$ cat config.mk
export PLATFORM = sky130hd
export DESIGN_NAME = gtrg_queue
export DESIGN_NICKNAME = d
export VERILOG_FILES = /design/src/rtl/gtrg_pkg.sv /design/src/rtl/gtrg_queue.sv
export SDC_FILE = /design/constraint.sdc
export NUM_CORES = 1
export LEC_CHECK = 0
export ABC_AREA = 1
export ABC_CLOCK_PERIOD_IN_PS = 5300
export BUFFER_PORTS_ARGS = -buffer_cell sky130_fd_sc_hd__buf_2
export CELL_PAD_IN_SITES_DETAIL_PLACEMENT = 1
export CELL_PAD_IN_SITES_GLOBAL_PLACEMENT = 1
export CORE_MARGIN = 2
export CORE_UTILIZATION = 39
export DETAILED_ROUTE_END_ITERATION = 10
export GPL_ROUTABILITY_DRIVEN = 0
export PLACE_DENSITY = 0.84
export RECOVER_POWER = 100
export SYNTH_ARGS = -nofsm -noshare
export SYNTH_HDL_FRONTEND = slang
export SYNTH_SLANG_ARGS = --single-unit
export TNS_END_PERCENT = 20
$ cat constraint.sdc
create_clock -name clk -period 5.3 [get_ports clk]
set_input_delay 0.265 -clock clk [delete_from_list [all_inputs] [get_ports clk]]
set_output_delay 0.265 -clock clk [all_outputs]
set_load 0.05 [all_outputs]
$ cat src/rtl/gtrg_pkg.sv
// Shared types, constants and font helper functions for the glyph rectangle generator.
package gtrg_pkg;

  localparam int CELL_ROWS   = 7;
  localparam int CELL_COLS   = 5;
  localparam int CELLS       = CELL_ROWS * CELL_COLS;
  localparam int CODES       = 256;
  localparam int STORE_DEPTH = CODES * CELLS;
  localparam int ADDR_W      = 14;
  localparam int CELL_W      = 25;
  localparam int RGB_W       = 24;
  localparam int COORD_W     = 18;
  localparam int SURF_W      = 13;
  localparam int POS_W       = 12;
  localparam int DIM_W       = 4;
  localparam int CLIP_MAX    = 4096;
  localparam int CFG_IDX_W   = 2;
  localparam int QUEUE_DEPTH = 2;
  localparam int OCC_BIT     = 24;

  localparam logic [CFG_IDX_W-1:0] CFG_SURFACE_WIDTH  = 2'd0;
  localparam logic [CFG_IDX_W-1:0] CFG_SURFACE_HEIGHT = 2'd1;

  localparam logic REQ_WRITE = 1'b1;

  localparam logic [7:0] SPACE_CODE   = 8'h20;
  localparam logic [7:0] BINARY_CODES = 8'd32;

  localparam logic [4:0] ROW_FULL  = 5'h1F;
  localparam logic [4:0] ROW_SIDES = 5'h11;
  localparam logic [4:0] ROW_BOX   = 5'h15;
  localparam logic [4:0] ROW_DOT   = 5'h04;

  localparam logic [2:0] LAST_ROW = 3'(CELL_ROWS - 1);
  localparam logic [2:0] LAST_COL = 3'(CELL_COLS - 1);

  typedef enum logic [1:0] {
    OP_NOP,
    OP_DRAW,
    OP_WRITE
  } op_t;

  typedef enum logic [1:0] {
    BK_INIT,
    BK_IDLE,
    BK_DRAW
  } back_state_t;

  typedef struct packed {
    op_t                       op;
    logic [7:0]                code;
    logic signed [COORD_W-1:0] bx;
    logic signed [15:0]        by;
    logic [RGB_W-1:0]          tint;
    logic [2:0]                row;
    logic [2:0]                col;
    logic                      on;
    logic [RGB_W-1:0]          rgb;
  } qentry_t;

  typedef struct packed {
    logic                      v;
    logic                      fin;
    logic signed [COORD_W-1:0] x;
    logic signed [COORD_W-1:0] y;
    logic [RGB_W-1:0]          tint;
  } cell_tag_t;

  typedef struct packed {
    logic [SURF_W-1:0] width;
    logic [SURF_W-1:0] height;
  } clip_cfg_t;

  function automatic logic [ADDR_W-1:0] glyph_addr(input logic [7:0] code,
                                                   input logic [2:0] row,
                                                   input logic [2:0] col);
    glyph_addr = ADDR_W'(code) * ADDR_W'(CELLS) + ADDR_W'(row) * ADDR_W'(CELL_COLS)
               + ADDR_W'(col);
  endfunction

  function automatic logic [4:0] box_row(input logic [2:0] row);
    logic [4:0] bits;
    unique case (row)
      3'd0:             bits = ROW_FULL;
      3'd1, 3'd5:       bits = ROW_SIDES;
      3'd2, 3'd3, 3'd4: bits = ROW_BOX;
      default:          bits = ROW_FULL;
    endcase
    return bits;
  endfunction

  function automatic logic [CELL_W-1:0] fallback_cell(input logic [7:0] code,
                                                      input logic [2:0] row,
                                                      input logic [2:0] col);
    logic [4:0] bits;
    logic [2:0] sel;
    logic       on;
    bits = box_row(row);
    sel  = 3'd5 - row;
    if (code == SPACE_CODE) begin
      bits = '0;
    end else if (code < BINARY_CODES) begin
      if (row == 3'd0 || row == LAST_ROW) begin
        bits = ROW_FULL;
      end else begin
        bits = ROW_SIDES | (code[sel] ? ROW_DOT : 5'd0);
      end
    end
    on = bits[3'd4 - col];
    return on ? {1'b1, {RGB_W{1'b1}}} : '0;
  endfunction

endpackage

$ cat src/rtl/gtrg_queue.sv
// Short queue that decouples the front end from the drawing back end.
module gtrg_queue import gtrg_pkg::*; (
  input  logic    clk,
  input  logic    rst_n,
  input  logic    push,
  input  qentry_t push_data,
  input  logic    pop,
  output qentry_t head,
  output logic    full,
  output logic    empty
);

  localparam int PTR_W = (QUEUE_DEPTH > 1) ? $clog2(QUEUE_DEPTH) : 1;
  localparam int CNT_W = $clog2(QUEUE_DEPTH + 1);

  qentry_t            slot_r [QUEUE_DEPTH];
  logic [PTR_W-1:0]   wr_ptr_r, wr_ptr_nxt;
  logic [PTR_W-1:0]   rd_ptr_r, rd_ptr_nxt;
  logic [CNT_W-1:0]   count_r, count_nxt;

  assign full  = (count_r == CNT_W'(QUEUE_DEPTH));
  assign empty = (count_r == '0);
  assign head  = slot_r[rd_ptr_r];

  always_comb begin
    wr_ptr_nxt = wr_ptr_r;
    rd_ptr_nxt = rd_ptr_r;
    count_nxt  = count_r;
    if (push) begin
      wr_ptr_nxt = (wr_ptr_r == PTR_W'(QUEUE_DEPTH - 1)) ? '0 : wr_ptr_r + 1'b1;
    end
    if (pop) begin
      rd_ptr_nxt = (rd_ptr_r == PTR_W'(QUEUE_DEPTH - 1)) ? '0 : rd_ptr_r + 1'b1;
    end
    if (push && !pop) begin
      count_nxt = count_r + 1'b1;
    end else if (pop && !push) begin
      count_nxt = count_r - 1'b1;
    end
  end

  always_ff @(posedge clk) begin
    if (!rst_n) begin
      wr_ptr_r <= '0;
      rd_ptr_r <= '0;
      count_r  <= '0;
    end else begin
      wr_ptr_r <= wr_ptr_nxt;
      rd_ptr_r <= rd_ptr_nxt;
      count_r  <= count_nxt;
    end
  end

  always_ff @(posedge clk) begin
    if (push) begin
      slot_r[wr_ptr_r] <= push_data;
    end
  end

  a_no_push_when_full: assert property (@(posedge clk) disable iff (!rst_n)
    !(push && full && !pop))
    else $error("queue overflow");

  a_no_pop_when_empty: assert property (@(posedge clk) disable iff (!rst_n)
    !(pop && empty))
    else $error("queue underflow");

endmodule

### Word-level counts from Yosys, hierarchy flattened

Memories as Yosys holds them, arrays and structs flattened. A register that Yosys moved wholly into a read port is not among the register bits.
Index checks and enable logic that the tools add are counted.

| word-level totals | value |
|---|---|
| word-level logic and storage cells | 23 |
| latch bits | 0 |
| memory bits (writable) | 198 |
| input bits | 103 |
| memory bits (read-only) | 0 |
| output and inout bits | 101 |
| memories | 1 |
| register bits | 4 |

| cells by class | value |
|---|---|
| $lt $le $gt $ge | 0 |
| equality and inequality tests | 1 |
| reductions and logical operators | 6 |
| mux-type cells | 8 |
| bitwise logic cells | 0 |
| multipliers | 0 |
| shift operators | 0 |
| add/subtract/negate cells | 4 |
| div/mod/pow operators | 0 |

Memories:

| memory | words | bits a word | read ports | clocked after memory_dff | wr ports | RTL line | source |
|---|---|---|---|---|---|---|---|
| slot_r | 2 | 99 | 1 | 1 | 1 | gtrg_queue.sv:16 | `qentry_t slot_r [QUEUE_DEPTH];` |

Operator list:

| kind | count |
|---|---|
| $mux W1 | 6 |
| $mux W2 | 2 |
| $add A1 B1 Y1 const B | 2 |
| $add A2 B1 Y2 const B | 1 |
| $eq A2 B2 Y1 const B | 1 |
| $logic_and A1 B1 Y1 | 2 |
| $logic_not A1 Y1 | 2 |
| $logic_not A2 Y1 | 1 |
| $reduce_bool A2 Y1 | 1 |
| $sub A2 B1 Y2 const B | 1 |

### Longest topological paths before layout

Gate-level depths: netlist of run 1.

| logic depth | value |
|---|---|
| depth in word-level cells | 4 |
| gate-level depth with buffers | 8 |
| mapped depth without buffers | 8 |

### Worst setup path before layout of run 1

OpenSTA, ideal clock, no wires.

| path | value |
|---|---|
| kind | input port to flip-flop |
| from | input push |
| to | memory slot_r[0][0] (netlist name), enable pin |
| setup time | 0.560 ns |
| required time | 4.740 ns |
| slack | 0.291 ns |
| arrival | 4.449 ns |
| path buffers | 0 |
| stages on the path | 2 |
| cells stage by stage | inv_1 -> nor2_1 |

| between the ends | value |
|---|---|
| word-level cells in the longest chain between the ends | 2 |

RTL lines:

| what | RTL line | source |
|---|---|---|
| from (decl) | gtrg_queue.sv:5 | `input logic push,` |
| $mux W1 | gtrg_queue.sv:55 | `if (push) begin` |
| $mux W1 (not written as such) | gtrg_queue.sv:56 | `slot_r[wr_ptr_r] <= push_data;` |
| to (decl) | gtrg_queue.sv:16 |  |

No other way between the ends.

### Final worst setup path of run 1

| path | value |
|---|---|
| from | register wr_ptr_r |
| to | memory slot_r[1][2] (netlist name), enable pin |

RTL lines:

| what | RTL line | source |
|---|---|---|
| from (decl) | gtrg_queue.sv:17 | `logic [PTR_W-1:0] wr_ptr_r, wr_ptr_nxt;` |
| from (signal assigned) | gtrg_queue.sv:48 | `wr_ptr_r <= wr_ptr_nxt;` |

Straight into the memory's write port.

==> results.txt, run 1 <==
Result of the run - finished, violations left
Failing checks - capacitance limit, slew limit
Worst endpoint required time - 5450 ps
Synth Net Count - 447
R2R depth - 3
Critical path class - flop to flop
Max Clock Freq - 277.9 MHz
Leakage Power - 0.003496 uW
Vias in the first global route - 4,944
Switch Pwr - 1054 uW
Area enclosed by the die boundary - 0.02009 sq mm
Cells after Synth - 343
Final Max Slew Viols - 152
Fraction of the yosys area taken by sequential cells - 81.70%
CP Max Fanout - 50
Measured slew at the worst slew-check pin - 3074 ps
Number of design rule violations left after detail routing - 0
Startpoint Class - flop
Cell type with the highest aggregate area in the netlist - sky130_fd_sc_hd__edfxtp_1
Max_cap viols - 3
Power density of the placed cells - 392.9 mW/mm^2
Worst hold start - rst_n
Arrival time of data at the critical path endpoint - 3750 ps
Detailed placement HPWL - 10.36 mm
Final setup slack of the worst path - 1701 ps
Initial DRC count - 161
Synth-to-layout area growth - 37.27%
Root Driver - sky130_fd_sc_hd__clkbuf_16
Top post-synthesis cells by area - sky130_fd_sc_hd__edfxtp_1 80%, sky130_fd_sc_hd__mux2_2 14%, sky130_fd_sc_hd__mux2_4 2.0%
Number of distinct library cell variants in the gate-level netlist after synthesis - 14
Proportion of synthesized flip-flops having asynchronous set or reset - 0%
Proportion of power drawn by the clock network - 38.2%
Clock tree sinks - 203
Slowest stage delay, CP - 1720 ps
Clock Latency Late Sink - 500 ps
Reg-to-reg critical path endpoint - slot_r[1][2]
Hold violation count in the final report - 0
Number of enable-type register cells in the synthesized netlist - 198
WL per Instance - 19.75 um
First-pass GRT wire length - 26.85 mm
CP Cell Sequence - nand2_1, clkinvlp_2, buf_4
# port buffers - 203
Worst clock skew - 11.84 ps
Portion of synthesized cell area occupied by the leading cell type - 80.35%
Average cell area after synthesis - 21.57 sq um
Worst slack at placement - 2805 ps
Flop pwr share - 47.6%
Switching share of power - 26.41%
Antenna violations before repair - 2
Combinational Power Share - 14.2%
Worst min-delay path endpoint - wr_ptr_r
Total Neg Setup Slack - 0 ps
Worst min-delay path category - input pin to flop
Number of CTS-inserted buffers - 23
Final clock period utilization by the worst path - 67.90%
Reg2Reg Setup Slack - 1700 ps
Clock tree from TritonCTS - done
Via count normalized by instance count - 4.714
Int Pwr - 2936 uW
Wirelength, routed - 18.07 mm
Unrepaired setup endpoints after global routing - false
Number of core rows - 50
# Post-CTS Setup Buffers - 0
Fraction of layout instances using a drive strength above 1 - 23.56%
Worst hold path stage count - 3
Clock buffer depth - 3
CORE AREA - 0.01864 sq mm
Dominant register cell in the synthesized netlist - sky130_fd_sc_hd__edfxtp_1
Most common cell in the synthesized netlist - sky130_fd_sc_hd__edfxtp_1
Post-Place Cell Area - 0.008678 sq mm
Peak ir drop on the vdd network - 266.7 uV
Length of the first detailed-routing pass in iterations - 4
Number of top-level design ports - 204
Post-layout util - 54.48%
Clock-pin slew reported for the worst setup and hold paths after clock tree synthesis - 50 ps
Pin count of the biggest net entering global routing - 55
Initial cell density of the core - 39.69%
Count of vias placed by the detailed router - 4,313
Post-layout minimum cycle time - 3599 ps
Nature of the critical path endpoint - flop
Leading cell types by count after synthesis - 198 x sky130_fd_sc_hd__edfxtp_1, 89 x sky130_fd_sc_hd__mux2_2, 10 x sky130_fd_sc_hd__mux2_4, 9 x sky130_fd_sc_hd__nor2_1
Final setup viols - 0
Slowest CP cell - sky130_fd_sc_hd__clkinvlp_2
Launching point of the worst reg2reg path - wr_ptr_r
Number of nets with antenna violations after detailed routing - 0
Normalized max-slew margin - -104.9%
Final std cell area, no fill - 0.01016 sq mm
Netlist Area Pre-Place - 0.007400 sq mm
Total gr overflow - 0
Global router's overall resource usage - 17.38%
Die H - 141.7 um
CTS H-tree depth - 1
Nets - 767
Flops & latches, synth - 203
Syn. warnings - 0
X dimension of the die - 141.7 um
==> power groups by stage <==
stage          Clock, uW  Combinational, uW  Sequential, uW
5_1_grt             1620                597            1910
3_3_place_gp           0                522            1920
6_report            1520                568            1900
4_1_cts             1550                596            1900
3_5_place_dp           0                535            1930
2_1_floorplan          0                403            1910
==> critical path: cells and delay by family (launching register included) <==
kind / cells / cell delay [ps]
AND/OR/NAND/NOR: 1 / 100
buffers and inverters: 2 / 2730
flip-flops: 1 / 340
==> timing repair <==
item	4_1_cts	5_1_grt
endpoints found under the hold margin	198	0
resized for setup	0	0
hold buffers	99	0
setup endpoints to repair	0	0
==> per-layer routing <==
layer | routed length (um) | GRT usage [%]
met1 | 6664 | 19.46
met2 | 9672 | 32.65
met3 | 1097 | 3.544
met4 | 640 | 6.263
met5 | 0 | 0
==> cells by family (layout without fill, tap and decap cells) <==
kind of cell | after synthesis | count (layout) | share of synthesized area [%]
adder cells (fa/ha/maj) | 1 | 1 | 0.1691
flip-flops | 203 | 203 | 81.70
multiplexers | 99 | 99 | 15.57
AND/OR/NAND/NOR | 19 | 19 | 1.015
other | 0 | 2 | 0
buffers and inverters | 19 | 355 | 1.403
AO/OA/AOI/OAI | 2 | 2 | 0.1351
==> how the worst max path moves through the flow <==
stage              from       endpoint  slack [ps]
4_1_cts            flop       head[18]        2270
6_report       wr_ptr_r   slot_r[1][2]        1700
3_5_place_dp       flop       head[18]        2810
3_3_place_gp       flop       head[37]        2870
5_1_grt        wr_ptr_r  slot_r[1][57]        1280
2_1_floorplan      push   slot_r[0][0]         290
==> area by class of cell <==
type	count	area, sq um
fillers	1847	8486
diodes	2	5.005
well taps	234	292.8
clock inverters	15	132.6
clock buffers	26	596.8
flip-flops and latches	203	6050
multi-input cells	121	1227
repair buffers	306	1822
inverters	8	31.28
==> flip-flops by register name (all words and copies together) (netlist names), named ones only <==
| signal | flops |
|---|---|
| wr_ptr_r | 1 |
| count_r | 2 |
| rd_ptr_r | 1 |
| slot_r | 198 |
==> through the flow <==
| stage | cells | power [uW] | hold WS [ps] |
|---|---|---|---|
| 6_report | 915 | 3990 | 44.29 |
| 3_5_place_dp | 773 | 2464 | 456.6 |
| 5_1_grt | 915 | 4126 | 39.75 |
| 3_3_place_gp | 773 | 2443 | 453.2 |
| 2_1_floorplan | 343 | 2318 | 363.9 |
| 4_1_cts | 913 | 4046 | 16.74 |
==> layout by cell type (no fill, tap or decap) <==
| cell type | Yosys | final |
|---|---|---|
| sky130_fd_sc_hd__buf_2 | 8 | 39 |
| sky130_fd_sc_hd__clkinv_1 | 0 | 4 |
| sky130_fd_sc_hd__clkbuf_16 | 0 | 23 |
| sky130_fd_sc_hd__clkbuf_8 | 0 | 1 |
| sky130_fd_sc_hd__bufinv_16 | 0 | 2 |
| sky130_fd_sc_hd__ha_1 | 1 | 1 |
| sky130_fd_sc_hd__mux2_4 | 10 | 2 |
| sky130_fd_sc_hd__o21ai_0 | 1 | 1 |
| sky130_fd_sc_hd__buf_4 | 0 | 1 |
| sky130_fd_sc_hd__nand3_1 | 1 | 1 |
| sky130_fd_sc_hd__inv_1 | 8 | 7 |
| sky130_fd_sc_hd__dfxtp_1 | 5 | 4 |
| sky130_fd_sc_hd__clkinvlp_2 | 0 | 1 |
| sky130_fd_sc_hd__clkinvlp_4 | 0 | 2 |
| sky130_fd_sc_hd__diode_2 | 0 | 2 |
| sky130_fd_sc_hd__dlygate4sd3_1 | 0 | 99 |
| sky130_fd_sc_hd__clkinv_2 | 0 | 5 |
| sky130_fd_sc_hd__clkbuf_2 | 0 | 1 |
| sky130_fd_sc_hd__nand4_1 | 1 | 1 |
| sky130_fd_sc_hd__nor2_1 | 9 | 8 |
| sky130_fd_sc_hd__edfxtp_1 | 198 | 198 |
| sky130_fd_sc_hd__clkbuf_1 | 0 | 168 |
| sky130_fd_sc_hd__mux2_1 | 0 | 18 |
| sky130_fd_sc_hd__a21oi_1 | 1 | 1 |
| sky130_fd_sc_hd__nand2_1 | 8 | 8 |
| sky130_fd_sc_hd__mux2_2 | 89 | 79 |
| sky130_fd_sc_hd__nor2_4 | 0 | 1 |
| sky130_fd_sc_hd__clkinv_4 | 0 | 2 |
| sky130_fd_sc_hd__dfxtp_4 | 0 | 1 |
Note: power is estimated with default switching activity, not from simulation.
==> run 2, diff against run 1 <==
ABC_AREA = 0   (was 1)
ABC_CLOCK_PERIOD_IN_PS = 3400   (was 5300)
CORE_UTILIZATION = 44   (was 39)
PLACE_DENSITY = 0.88   (was 0.84)
clock period = 3.4 ns   (was 5.3 ns; I/O delays follow)
==> run 2 against run 1 <==
  * The flow still finishes with violations (capacitance limit, slew limit)
  * Register-to-register slack worse by 760 ps
  * Highest routed layer unchanged
  * Clock power is 43% higher
  * Power rose by 54%
  * Largest cell class unchanged
  * Area after synthesis shrank 0.15%
  * Critical path depth unchanged
  * Routed wire length up 3.0%
  * Flip-flop and latch count did not move
==> results.txt, run 2 <==
Largest registers - slot_r (198), count_r (2)
Max_cap viols - 3
Peak ir drop on the vdd network - 497.1 uV
Final Max Slew Viols - 163
Flops & latches, synth - 203
Most common cell in the synthesized netlist - sky130_fd_sc_hd__edfxtp_1
Die H - 133.6 um
Slowest stage delay, CP - 1080 ps
Final setup viols - 0
CP Cell Sequence - buf_4, mux2_2, buf_2
Register containing the most flip-flops in the final layout - slot_r
Clock-pin slew reported for the worst setup and hold paths after clock tree synthesis - 60 ps
CORE AREA - 0.01652 sq mm
Proportion of synthesized flip-flops having asynchronous set or reset - 0%
Failing checks - capacitance limit, slew limit
Number of nets with antenna violations after detailed routing - 0
Number of CTS-inserted buffers - 21
Initial DRC count - 219
Total placed cells including tap cells - 747
Cell type with the highest aggregate area in the netlist - sky130_fd_sc_hd__edfxtp_1
Dominant register cell in the synthesized netlist - sky130_fd_sc_hd__edfxtp_1
Top post-synthesis cells by area - sky130_fd_sc_hd__edfxtp_1 80%, sky130_fd_sc_hd__mux2_2 14%, sky130_fd_sc_hd__mux2_4 2.0%
Root Driver - sky130_fd_sc_hd__clkbuf_16
# Post-CTS Setup Buffers - 0
Number of distinct library cell variants in the gate-level netlist after synthesis - 17
Cells after Synth - 330
Worst hold path stage count - 3
Arrival time of data at the critical path endpoint - 2670 ps
Post-layout instance count excluding filler cells - 886
WL per Instance - 21.01 um
Leakage Power - 0.003489 uW
R2R depth - 2
Power density of the placed cells - 607.7 mW/mm^2
Startpoint Class - flop
Clock tree sinks - 203
Number of core rows - 47
Design Power - 6156 uW
Portion of synthesized cell area occupied by the leading cell type - 80.47%
Measured slew at the worst slew-check pin - 2178 ps
Slowest CP cell - sky130_fd_sc_hd__dfxtp_2
Length of the first detailed-routing pass in iterations - 4
Unrepaired setup endpoints after global routing - false
X dimension of the die - 133.6 um
Global router's overall resource usage - 20.82%
Antenna violations before repair - 2
Critical path class - flop to primary output
CTS H-tree depth - 1
Clock tree from TritonCTS - done
Commonest non-fill, non-tap cell in the layout - sky130_fd_sc_hd__edfxtp_1
Initial cell density of the core - 44.71%
Number of enable-type register cells in the synthesized netlist - 198
Nature of the critical path endpoint - primary output
# port buffers - 203
CP Max Fanout - 43
Syn. warnings - 0
Worst min-delay path category - input pin to flop
Worst clock skew - 14.14 ps
Clock Latency Late Sink - 490 ps
Synth-to-layout area growth - 37.10%
Worst endpoint required time - 3230 ps
Via count normalized by instance count - 4.885
Vias in the first global route - 4,936
Number of design rule violations left after detail routing - 0
Normalized max-slew margin - -45.20%
Result of the run - finished, violations left
Hold bufs inserted after CTS - 100
Wirelength, routed - 18.61 mm
Area enclosed by the die boundary - 0.01784 sq mm
Number of flip-flops under the largest register name - 198
Clock buffer depth - 3
First-pass GRT wire length - 27.93 mm
Total Neg Setup Slack - 0 ps
Fraction of layout instances using a drive strength above 1 - 26.20%
Average cell area after synthesis - 22.39 sq um
Final clock period utilization by the worst path - 83.55%
Hold violation count in the final report - 0
Pin count of the biggest net entering global routing - 63
Fraction of the yosys area taken by sequential cells - 81.83%
Leading cell types by count after synthesis - 198 x sky130_fd_sc_hd__edfxtp_1, 89 x sky130_fd_sc_hd__mux2_2, 10 x sky130_fd_sc_hd__mux2_4, 8 x sky130_fd_sc_hd__buf_2, 5 x sky130_fd_sc_hd__dfxtp_1
Count of vias placed by the detailed router - 4,328
Synth Net Count - 434
Post_cts resized - 0
Netlist Area Pre-Place - 0.007388 sq mm
Post-layout minimum cycle time - 2841 ps
Detailed placement HPWL - 10.17 mm
Total gr overflow - 0
Nets - 754
Most frequent cells in the layout - 198 x sky130_fd_sc_hd__edfxtp_1, 162 x sky130_fd_sc_hd__clkbuf_1, 100 x sky130_fd_sc_hd__dlygate4sd3_1
Number of top-level design ports - 204
Max Clock Freq - 352.0 MHz
Reg2Reg Setup Slack - 940 ps
==> run 2: cell types whose count changed after synthesis, moves of 2 or more <==
| cell | delta |
|---|---|
| sky130_fd_sc_hd__inv_1 | -7 |
| sky130_fd_sc_hd__nand2_1 | -8 |
| sky130_fd_sc_hd__xor2_1 | +2 |
| sky130_fd_sc_hd__nor2b_1 | +3 |
| sky130_fd_sc_hd__nor2_1 | -8 |
| sky130_fd_sc_hd__and2_1 | +4 |
==> run 2: kinds of logic after synthesis <==
family          after synthesis  synth area share [%]
compound gates                3                0.2710
xor+xnor                      3                0.3557
fa+ha+maj                     1                0.1693
buf+inv                      12                 1.050
flops                       203                 81.83
mux                          99                 15.60
simple gates                  9                0.7282
==> run 2: critical path, delay by kind of cell (launching register included) <==
kind	cells	cell delay, ps
multiplexers	1	390
buffers and inverters	2	700
flip-flops	1	1080
==> run 2: where the power goes <==
part | total (uW) | switching (uW) | internal (uW) | leakage [uW]
Combinational | 1010 | 702 | 308 | 0.00128
Sequential | 2960 | 63.3 | 2900 | 0.00190
Clock | 2180 | 902 | 1280 | 0.000311
Total | 6160 | 1670 | 4490 | 0.00349
==> run 2: area by class of cell <==
type | count | area [sq um]
Antenna cell | 2 | 5.005
Clock buffer | 25 | 540.5
Clock inverter | 12 | 107.6
Fill cell | 1582 | 6395
Inverter | 1 | 3.754
Multi-Input combinational cell | 115 | 1274
Sequential cell | 203 | 6047
Tap cell | 220 | 275.3
Timing Repair Buffer | 308 | 1877
==> run 2: metrics by stage <==
stage / worst slack (ps) / hold slack (ps) / cell area (sq um) / utilization (%)
floorplan: 54.33 / 268.9 / 7391 / -
global placement: 1508 / 357.5 / 8682 / 52.54
detailed placement: 1415 / 361.6 / 8682 / 52.54
CTS: 900.1 / 26.90 / 10330 / 62.52
global route: 398.9 / 64.11 / 10130 / 61.30
finish: 559.4 / 61.20 / 10130 / 61.30
==> run 2: layer usage <==
layer	global-route usage (%)	share of wire [%]
met4	8.392	3.5
met3	4.756	5.4
met5	0	0
met2	40.06	55
met1	21.72	36
==> run 2: worst paths after layout <==
kind,to,from
setup / recovery,head[23],flop
hold / removal,flop,pop
setup reg to reg,slot_r[0][1],wr_ptr_r
hold reg to reg,count_r[1],count_r[1]
==> run 3, diff against run 2 <==
ABC_CLOCK_PERIOD_IN_PS = 2850   (was 3400)
clock period = 2.85 ns   (was 3.4 ns; I/O delays follow)
==> run 3 against run 2 <==
  * The run now ends clean
  * Combinational power grew 22%
  * Routed wire length shrank 3.0%
  * Global-route usage shrank 0.60 points
  * Utilization grew 0.36 points
  * Critical path depth is the same
  * Power grew 21%
  * Die area is the same
  * Sequential power grew 18%
  * Non-clock buffer count shrank 1
  * Cell area grew 0.58%
  * Sequential share of layout area shrank 0.32 points
  * Largest power group unchanged
==> results.txt, run 3 (synthesis results as in run 2) <==
Post-Place Cell Area - 0.008687 sq mm
Clock buffer depth - 3
Hold violation count in the final report - 0
Worst hold start - pop
Normalized max-slew margin - 1.004%
Number of design rule violations left after detail routing - 0
Power density of the placed cells - 731.9 mW/mm^2
Peak ir drop on the vdd network - 674.8 uV
Number of nets with antenna violations after detailed routing - 0
Critical path class - flop to primary output
Max Clock Freq - 417.6 MHz
Area enclosed by the die boundary - 0.01784 sq mm
Worst min-delay path category - input pin to flop
Number of flip-flops under the largest register name - 198
Total gr overflow - 0
Worst min-delay path endpoint - rd_ptr_r
Clock-pin slew reported for the worst setup and hold paths after clock tree synthesis - 60 ps
Clock tree from TritonCTS - done
CTS H-tree depth - 1
Via count normalized by instance count - 4.833
Worst clock skew - 8.097 ps
WL per Instance - 20.43 um
Pin count of the biggest net entering global routing - 101
Hold Slack - 54.03 ps
Startpoint Class - flop
Worst hold path stage count - 3
Final clock period utilization by the worst path - 84.03%
Result of the run - completed
Unrepaired setup endpoints after global routing - false
# port buffers - 203
Final Max Slew Viols - 0
# Post-CTS Setup Buffers - 0
Wirelength, routed - 18.06 mm
Leakage Power - 0.003609 uW
Synth-to-layout area growth - 37.90%
First-pass GRT wire length - 27.51 mm
Final std cell area, no fill - 0.01019 sq mm
Die H - 133.6 um
CORE AREA - 0.01652 sq mm
Initial DRC count - 263
R2R depth - 2
Reg2Reg Setup Slack - 670 ps
Number of CTS-inserted buffers - 21
Initial cell density of the core - 44.71%
Worst endpoint required time - 2710 ps
Register containing the most flip-flops in the final layout - slot_r
Post_cts resized - 0
Post-layout minimum cycle time - 2395 ps
Clock Latency Late Sink - 480 ps
Worst slack at placement - 1082 ps
Arrival time of data at the critical path endpoint - 2250 ps
Most frequent cells in the layout - 198 x sky130_fd_sc_hd__edfxtp_1, 119 x sky130_fd_sc_hd__clkbuf_1, 100 x sky130_fd_sc_hd__dlygate4sd3_1
Hold bufs inserted after CTS - 100
Number of top-level design ports - 204
X dimension of the die - 133.6 um
Global router's overall resource usage - 20.22%
Final setup viols - 0
Fraction of layout instances using a drive strength above 1 - 33.03%
CP Max Fanout - 63
Commonest non-fill, non-tap cell in the layout - sky130_fd_sc_hd__edfxtp_1
Antenna violations before repair - 1
Nature of the critical path endpoint - primary output
Root Driver - sky130_fd_sc_hd__clkbuf_16
Detailed placement HPWL - 10.04 mm
Count of vias placed by the detailed router - 4,272
Final setup slack of the worst path - 455.3 ps
Nets - 753
Measured slew at the worst slew-check pin - 1485 ps
Length of the first detailed-routing pass in iterations - 4
Max_cap viols - 0
Reg-to-reg critical path endpoint - slot_r[0][25]
Largest registers - slot_r (198), count_r (2)
Number of core rows - 47
Launching point of the worst reg2reg path - wr_ptr_r
Clock tree sinks - 203
Vias in the first global route - 4,785
[run 3: cell types whose count changed in the layout (fill, tap and decap cells not counted), sizes merged]
cell      previous run  this run
bufinv               2         3
buf                 49        84
clkbuf             184       145
clkinvlp             1         2
clkinv               9        10
diode                2         1
[run 3: routing by layer]
layer / vias to the layer above / wire length (um) / global-route usage (%)
met5: - / 0 / 0
met4: 0 / 422 / 5.969
met3: 39 / 979 / 4.452
met2: 158 / 9957 / 38.49
met1: 2127 / 6700 / 22.56
li1: 1948 / - / -
[run 3: worst max path at each step]
| stage | cells after the start | slack, ps | end |
|---|---|---|---|
| 6_report | 3 | 460 | head[50] |
| 3_3_place_gp | 2 | 1150 | slot_r[1][14] |
| 4_1_cts | 3 | 730 | head[78] |
| 2_1_floorplan | 1 | -290 | slot_r[1][0] |
| 3_5_place_dp | 2 | 1080 | slot_r[1][64] |
| 5_1_grt | 3 | 340 | head[32] |
[run 3: power by group]
group          total (uW)  internal, uW  switching (uW)
registers            3500          3450            47.5
clock network        2720          1620            1110
logic                1230           378             854
total                7460          5450            2010
[run 3: area by class of cell]
type                            instances  area (sq um)
Inverter                                1         3.754
Sequential cell                       203          6050
Tap cell                              220         275.3
Clock buffer                           22         529.3
Antenna cell                            1         2.502
Timing Repair Buffer                  307          1912
Multi-Input combinational cell        115          1266
Fill cell                            1544          6336
Clock inverter                         15         150.1
[run 3: critical path, stage by stage, from the launching register on]
cell	delay (ps)
sky130_fd_sc_hd__dfxtp_4	350
sky130_fd_sc_hd__clkbuf_4	740
sky130_fd_sc_hd__mux2_2	440
sky130_fd_sc_hd__buf_2	220
[run 3: through the flow]
stage                     power [uW]  instances  TNS, ps  util, %
after floorplan                 4405        330   -28750        -
after global placement          4659        746        0    52.57
after detailed placement        4706        746        0    52.57
after CTS                       7522        883        0    62.74
after global routing            7698        884        0    61.66
final                           7457        884        0    61.66
